**src/rtl/core/pkbs_pkg.sv**
```systemverilog
// Shared codes and constants for the pad keyed byte block shuffle unit.
package pkbs_pkg;

  localparam int unsigned STORE_DEPTH = 256;
  localparam int unsigned ADDR_W      = 8;
  localparam int unsigned COUNT_W     = 9;

  localparam logic OP_LOAD = 1'b0;
  localparam logic OP_READ = 1'b1;

  localparam logic [1:0] ST_OK    = 2'd0;
  localparam logic [1:0] ST_EMPTY = 2'd1;
  localparam logic [1:0] ST_BUSY  = 2'd2;

endpackage

```
**src/rtl/core/pkbs_ram.sv**
```systemverilog
// Generic single write port, single read port RAM with registered read data.
module pkbs_ram #(
  parameter int unsigned WIDTH = 8,
  parameter int unsigned DEPTH = 256
) (
  input  logic                     clk,
  input  logic                     we,
  input  logic [$clog2(DEPTH)-1:0] waddr,
  input  logic [WIDTH-1:0]         wdata,
  input  logic [$clog2(DEPTH)-1:0] raddr,
  output logic [WIDTH-1:0]         rdata
);

  logic [WIDTH-1:0] mem [DEPTH];

  always_ff @(posedge clk) begin
    if (we) begin
      mem[waddr] <= wdata;
    end
    rdata <= mem[raddr];
  end

endmodule

```
**src/rtl/core/pad_keyed_byte_block_shuffle_unit.sv**
```systemverilog
// Top level of the pad keyed byte block shuffle unit.
//
// Usage:
//   Input channel (in_valid / in_stall) carries one request: a load
//   (data byte, pad byte, end of stream) or a read. Every request yields
//   exactly one result on the output channel (out_valid / out_stall).
//   Loads fill a block; it closes at BLOCK_SIZE bytes (at most 256) or on
//   end_of_stream, and is then permuted in place by swaps keyed by the pad.
//   cfg_direction selects forward shuffle (0) or reverse unshuffle (1); it
//   is sampled when a block closes. cfg_ready is always high.
// Timing:
//   A load or a refused request gives its result in the cycle after accept.
//   A valid read first does one block RAM read, then state S_RD registers the result.
//   After a block of n bytes closes, the shared modulo/swap sequencer runs
//   once per position (key read, 8-step restoring modulo, two reads,
//   two writes), and in_stall is high while it runs.
// Stall and reset:
//   A request is taken only while the sequencer is idle and the output
//   register is free or being drained; a stalled result holds.
//   Reset empties the block, clears pending output and sets direction 0.
module pad_keyed_byte_block_shuffle_unit
  import pkbs_pkg::*;
#(
  parameter int unsigned BLOCK_SIZE = 256
) (
  input  logic       clk,
  input  logic       rst_n,
  input  logic       in_valid,
  output logic       in_stall,
  input  logic       in_opcode,
  input  logic [7:0] in_data_byte,
  input  logic [7:0] in_pad_byte,
  input  logic       in_end_of_stream,
  output logic       out_valid,
  input  logic       out_stall,
  output logic [7:0] out_byte,
  output logic       out_block_last,
  output logic [1:0] out_status,
  input  logic       cfg_valid,
  output logic       cfg_ready,
  input  logic       cfg_direction
);

  localparam int unsigned LIMIT = (BLOCK_SIZE > STORE_DEPTH) ? STORE_DEPTH : BLOCK_SIZE;
  localparam logic [COUNT_W-1:0] LIMIT_C = COUNT_W'(LIMIT);

  typedef enum logic [3:0] {
    S_IDLE, S_RD, S_KEY, S_KLOAD, S_MOD, S_RDI, S_RDJ, S_WRI, S_WRJ
  } state_t;

  state_t state_r, state_nxt;
  logic [COUNT_W-1:0] fill_r, fill_nxt;
  logic [COUNT_W-1:0] rp_r, rp_nxt;
  logic               pend_r, pend_nxt;
  logic               cfg_dir_r;
  logic               dir_r, dir_nxt;
  logic [ADDR_W-1:0]  i_r, i_nxt;
  logic [7:0]         quo_r, quo_nxt;
  logic [COUNT_W-1:0] rem_r, rem_nxt;
  logic [2:0]         cnt_r, cnt_nxt;
  logic [7:0]         bi_r, bi_nxt;
  logic               out_valid_r, out_valid_nxt;
  logic [7:0]         out_byte_r, out_byte_nxt;
  logic               out_last_r, out_last_nxt;
  logic [1:0]         out_status_r, out_status_nxt;

  logic               accept;
  logic [COUNT_W-1:0] fill_inc;
  logic [COUNT_W-1:0] rp_inc;
  logic [COUNT_W:0]   rem_sh;
  logic [COUNT_W:0]   rem_step;
  logic               step_last;

  logic              blk_we, key_we;
  logic [ADDR_W-1:0] blk_waddr, blk_raddr, key_raddr;
  logic [7:0]        blk_wdata, blk_rdata, key_rdata;

  pkbs_ram #(.WIDTH(8), .DEPTH(STORE_DEPTH)) u_blk_ram (
    .clk   (clk),
    .we    (blk_we),
    .waddr (blk_waddr),
    .wdata (blk_wdata),
    .raddr (blk_raddr),
    .rdata (blk_rdata)
  );

  pkbs_ram #(.WIDTH(8), .DEPTH(STORE_DEPTH)) u_key_ram (
    .clk   (clk),
    .we    (key_we),
    .waddr (fill_r[ADDR_W-1:0]),
    .wdata (in_pad_byte),
    .raddr (key_raddr),
    .rdata (key_rdata)
  );

  assign in_stall       = !((state_r == S_IDLE) && (!out_valid_r || !out_stall));
  assign accept         = in_valid && !in_stall;
  assign cfg_ready      = 1'b1;
  assign out_valid      = out_valid_r;
  assign out_byte       = out_byte_r;
  assign out_block_last = out_last_r;
  assign out_status     = out_status_r;

  assign fill_inc  = fill_r + COUNT_W'(1);
  assign rp_inc    = rp_r + COUNT_W'(1);
  assign rem_sh    = {rem_r, quo_r[7]};
  assign rem_step  = (rem_sh >= {1'b0, fill_r}) ? (rem_sh - {1'b0, fill_r}) : rem_sh;
  assign step_last = dir_r ? (i_r == '0) : ({1'b0, i_r} == (fill_r - COUNT_W'(1)));

  always_comb begin
    state_nxt      = state_r;
    fill_nxt       = fill_r;
    rp_nxt         = rp_r;
    pend_nxt       = pend_r;
    dir_nxt        = dir_r;
    i_nxt          = i_r;
    quo_nxt        = quo_r;
    rem_nxt        = rem_r;
    cnt_nxt        = cnt_r;
    bi_nxt         = bi_r;
    out_valid_nxt  = out_valid_r && out_stall;
    out_byte_nxt   = out_byte_r;
    out_last_nxt   = out_last_r;
    out_status_nxt = out_status_r;
    blk_we         = 1'b0;
    key_we         = 1'b0;
    blk_waddr      = fill_r[ADDR_W-1:0];
    blk_wdata      = in_data_byte;
    blk_raddr      = i_r;
    key_raddr      = i_r;

    unique case (state_r)
      S_IDLE: begin
        if (accept) begin
          if (in_opcode == OP_LOAD) begin
            out_valid_nxt = 1'b1;
            out_byte_nxt  = '0;
            out_last_nxt  = 1'b0;
            if (pend_r) begin
              out_status_nxt = ST_BUSY;
            end else begin
              out_status_nxt = ST_OK;
              blk_we         = 1'b1;
              key_we         = 1'b1;
              fill_nxt       = fill_inc;
              if ((fill_inc >= LIMIT_C) || in_end_of_stream) begin
                dir_nxt   = cfg_dir_r;
                pend_nxt  = 1'b1;
                rp_nxt    = '0;
                i_nxt     = cfg_dir_r ? fill_r[ADDR_W-1:0] : '0;
                state_nxt = S_KEY;
              end
            end
          end else if (!pend_r) begin
            out_valid_nxt  = 1'b1;
            out_byte_nxt   = '0;
            out_last_nxt   = 1'b0;
            out_status_nxt = ST_EMPTY;
          end else begin
            blk_raddr = rp_r[ADDR_W-1:0];
            state_nxt = S_RD;
          end
        end
      end
      S_RD: begin
        out_valid_nxt  = 1'b1;
        out_byte_nxt   = blk_rdata;
        out_status_nxt = ST_OK;
        if (rp_inc >= fill_r) begin
          out_last_nxt = 1'b1;
          pend_nxt     = 1'b0;
          fill_nxt     = '0;
          rp_nxt       = '0;
        end else begin
          out_last_nxt = 1'b0;
          rp_nxt       = rp_inc;
        end
        state_nxt = S_IDLE;
      end
      S_KEY: begin
        state_nxt = S_KLOAD;
      end
      S_KLOAD: begin
        quo_nxt   = key_rdata;
        rem_nxt   = '0;
        cnt_nxt   = 3'd7;
        state_nxt = S_MOD;
      end
      S_MOD: begin
        rem_nxt = rem_step[COUNT_W-1:0];
        quo_nxt = {quo_r[6:0], 1'b0};
        cnt_nxt = cnt_r - 3'd1;
        if (cnt_r == 3'd0) begin
          state_nxt = S_RDI;
        end
      end
      S_RDI: begin
        state_nxt = S_RDJ;
      end
      S_RDJ: begin
        blk_raddr = rem_r[ADDR_W-1:0];
        bi_nxt    = blk_rdata;
        state_nxt = S_WRI;
      end
      S_WRI: begin
        blk_we    = 1'b1;
        blk_waddr = i_r;
        blk_wdata = blk_rdata;
        state_nxt = S_WRJ;
      end
      S_WRJ: begin
        blk_we    = 1'b1;
        blk_waddr = rem_r[ADDR_W-1:0];
        blk_wdata = bi_r;
        if (step_last) begin
          state_nxt = S_IDLE;
        end else begin
          i_nxt     = dir_r ? (i_r - ADDR_W'(1)) : (i_r + ADDR_W'(1));
          state_nxt = S_KEY;
        end
      end
      default: begin
        state_nxt = S_IDLE;
      end
    endcase
  end

  always_ff @(posedge clk) begin
    if (!rst_n) begin
      state_r     <= S_IDLE;
      fill_r      <= '0;
      rp_r        <= '0;
      pend_r      <= 1'b0;
      cfg_dir_r   <= 1'b0;
      out_valid_r <= 1'b0;
    end else begin
      state_r     <= state_nxt;
      fill_r      <= fill_nxt;
      rp_r        <= rp_nxt;
      pend_r      <= pend_nxt;
      out_valid_r <= out_valid_nxt;
      if (cfg_valid && cfg_ready) begin
        cfg_dir_r <= cfg_direction;
      end
    end
    dir_r        <= dir_nxt;
    i_r          <= i_nxt;
    quo_r        <= quo_nxt;
    rem_r        <= rem_nxt;
    cnt_r        <= cnt_nxt;
    bi_r         <= bi_nxt;
    out_byte_r   <= out_byte_nxt;
    out_last_r   <= out_last_nxt;
    out_status_r <= out_status_nxt;
  end

endmodule

```
**config.mk**
```make
export PLATFORM = sky130hd
export DESIGN_NAME = pad_keyed_byte_block_shuffle_unit
export DESIGN_NICKNAME = d
export VERILOG_FILES = /design/src/rtl/core/pkbs_pkg.sv /design/src/rtl/core/pkbs_ram.sv /design/src/rtl/core/pad_keyed_byte_block_shuffle_unit.sv
export SDC_FILE = /design/constraint.sdc
export NUM_CORES = 2
export LEC_CHECK = 0
export ABC_AREA = 1
export BUFFER_PORTS_ARGS = -buffer_cell sky130_fd_sc_hd__buf_2
export CORE_AREA = 2 2 518 520
export CTS_CLUSTER_SIZE = 24
export DETAILED_ROUTE_END_ITERATION = 8
export DIE_AREA = 0 0 520 522
export MAX_ROUTING_LAYER = met4
export PLACE_DENSITY_LB_ADDON = 0.1
export SLEW_MARGIN = 20
export SYNTH_ARGS = -nofsm -noshare
export SYNTH_HDL_FRONTEND = slang
export SYNTH_HIERARCHICAL = 1
export SYNTH_SLANG_ARGS = --single-unit
export TNS_END_PERCENT = 1
```
**constraint.sdc**
```tcl
create_clock -name clk -period 15.5 [get_ports clk]
set_clock_uncertainty 0.1 [all_clocks]
set_input_delay 0.775 -clock clk [delete_from_list [all_inputs] [get_ports clk]]
set_output_delay 0.775 -clock clk [all_outputs]
set_load 0.02 [all_outputs]
```
==> metrics.txt <==
outcome=complete, no violations; Pleak=64.72 nW; #FFs+latches synth=4185; Hold Vio Cnt, Final=0; Post-synth EDFFs=4144; vias in the first global route=107600; Core Rows=190; relative slew slack=between 10% and 20%; final period utilization=42.24%; required time worst endpoint=approximately 16 ns; CP most frequent cell=nand3_1; unrepaired setup endpoints after global routing=false; ys flop type=edfxtp_1; chip height=about 520 um; crit path DAT=7.33 ns; Buf+Inv Stages, Crit Path=7; post-CTS setup buffers=0; Post-Route Setup TNS=0 ns; total chip power=25.07 mW; peak supply drop=0.1212 mV; Avg Vias per Cell=6.312; clk sinks=4185; total wire length=455400 um; share of layout cells above drive strength 1=5.703%; GPL Wtd Cong=0.8997; # port buffers=36; Layout Nets=~14000; Cell Area, Synth=between 150000 and 200000 um^2; syn_area_per_cell=between 10 and 15 um^2; DRC Markers=0; Max Slew Vio Count=0; die width=520 um; Max stage delay on crit path=0.79 ns; FILL cells=18470; CTS tree=built; initial antenna violation count=7; Final Core Density=approximately 70%; commonest non-fill, non-tap cells in the layout=nand2_1, edfxtp_1, nand3_1; worst path cell trace=inv_2, nor2_1, inv_1, nor3_1, buf_4, inv_2, nand2_1, o221ai_4, inv_16, buf_12, buf_4, nand2_1, nand3_1, nand3_1, nand3_1, nand3_1, nand3_1, nand3_1, nand2_1, nand2_1, nand2_1; post-route ant nets=0; WS Path Type=reg2reg; pin count of the biggest net entering global routing=262; r2r setup slk=8.95 ns; Startpoint Class=flip-flop; Clock Path Buffers=4; grt ovf=0; Mapped Cells=roughly 15000; max cap viols=0; Worst Path Max Fanout=261; distinct cell type count after synthesis=47; DR iter-0 viols=15790; final setup violation count=0; Starting Density=64.48%; Tmin final=6.547 ns; Top delay family on crit path=buffers and inverters; core area=~270000 um^2; IO Pins=38; Synth Warn #=6; Worst setup EP type=flip-flop; Root Buffer=clkbuf_16; global-route wire length before repair=between 600000 and 700000 um; Hold Path Class=in2reg; Worst Setup Slack, final=8.953 ns; Post-Syn Nets=14710; WL per Instance=25.04 um; Post-DP HPWL=252800 um; Seq/Total Area, Yosys=72.90%; CTS Buf Count=412; f_max=0.1527 GHz; gr usage total=34.02%; commonest non-fill, non-tap cell in the layout=nand2_1; async set-reset flop share out of synthesis=0%; Crit-path slowest cell=buf_4; Pre-antenna DRT Iters=8; worst-skew pair later-pin latency=0.95 ns; Worst Tran Pin Value=between 1 and 1.5 ns; PD cells=134.5 nW/um^2; Layout area overhead=8.474%; die area=271400 um^2; clock slew at reported path FFs=about 0.060 ns; H-tree depth=5; Setup WS pre-CTS=8.716 ns; via count=114800
## metrics by stage
stage | hold WS, ns | instance area, um^2 | instances
floorplan | 0.3082 | 171800 | 14650
global placement | 0.3881 | 173100 | 17420
detailed placement | 0.3879 | 173100 | 17420
CTS | 0.04524 | 186300 | 18180
global route | 0.1027 | 186400 | 18180
finish | 0.08119 | 186400 | 18190
## layout make-up
| cell class | count | area (um^2) | area share (%) |
|---|---|---|---|
| Inverter | 166 | 693.2 | 0.3719 |
| Clock inverter | 249 | 2230 | 1.196 |
| Tap cell | 3552 | 4444 | 2.384 |
| Clock buffer | 507 | 10940 | 5.868 |
| Timing Repair Buffer | 200 | 1728 | 0.9270 |
| Multi-Input combinational cell | 9318 | 41070 | 22.03 |
| Antenna cell | 12 | 30.03 | 0.01611 |
| Sequential cell | 4185 | 125300 | 67.20 |
## layer usage
layer	wire (um)	vias to the layer above	GRT usage (%)
met5	0	-	-
met4	22980	0	15.53
met3	44040	1157	5.023
met2	216100	6575	51.79
met1	172300	55900	46.04
li1	-	51190	-
## final timing paths
kind                           start                         end  depth (start not counted)
max          state_r[2]$_SDFFE_PN0P_  u_blk_ram/rdata[1]$_DFF_P_                         21
min                         in_valid        out_valid$_SDFF_PN0_                          3
max reg2reg  state_r[2]$_SDFFE_PN0P_  u_blk_ram/rdata[1]$_DFF_P_                         21
min reg2reg     rp_r[8]$_SDFFE_PN0P_        rp_r[8]$_SDFFE_PN0P_                          2
## state kept, by name (all words and copies together) (netlist names)
signal           flops
u_blk_ram/mem     2048
quo_r                8
u_key_ram/rdata      8
out_valid            1
state_r              4
cnt_r                3
out_block_last       1
rp_r                 9
u_blk_ram/rdata      8
out_status           2
rem_r                9
out_byte             8
fill_r               9
cfg_dir_r            1
u_key_ram/mem     2048
dir_r                1
pend_r               1
bi_r                 8
i_r                  8
## kinds of logic after synthesis
family | count (synthesis) | synth area share [%]
adders and majority gates | 31 | 0.2345
other | 1 | 0.002182
xor gates and xnor gates | 21 | 0.1070
DFF | 4185 | 72.90
AOI/OAI and AO/OA | 124 | 0.4303
buffers and inverters | 1151 | 3.283
and+or+nand+nor | 9141 | 23.05
## what timing repair did
action / 4_1_cts / 5_1_grt
hold buffers: 2 / 0
gates resized for setup: 0 / 0
endpoints found under the hold margin: 1 / 0
## worst reg2reg max path: cells and delay by family, from the launching register on
| family | cells | cell delay (ns) |
|---|---|---|
| buf+inv | 7 | 3.32 |
| simple gates | 13 | 2.39 |
| flops | 1 | 0.39 |
| compound gates | 1 | 0.30 |
## where the power goes
group	switching [mW]	internal (mW)
combinational	2.07	0.679
sequential	0.0469	12.5
clock	4.17	5.64
## cell usage after synthesis (all sizes together), types with 2 or more instances
cell type  instances  area share, %
a21oi             57           0.17
a31oi              2         0.0073
nor3               9          0.052
fa                 2          0.023
o21ai             27          0.081
nand3b             3          0.013
nand2           4408            9.7
dfxtp             41           0.48
clkbuf           233           0.51
buf              752            2.4
nor2             628            1.4
o211ai             8          0.035
xor2              12          0.061
clkinv             4         0.0095
edfxtp          4144             72
o21bai             3          0.013
o221ai            16          0.082
nor3b              2         0.0087
ha                29           0.21
o22ai              7          0.025
nand4              8          0.029
nor4               2         0.0073
nand3           4081             12
xnor2              9          0.046
a311oi             2          0.010
inv              162           0.36
(Power assumes the default switching activity.)
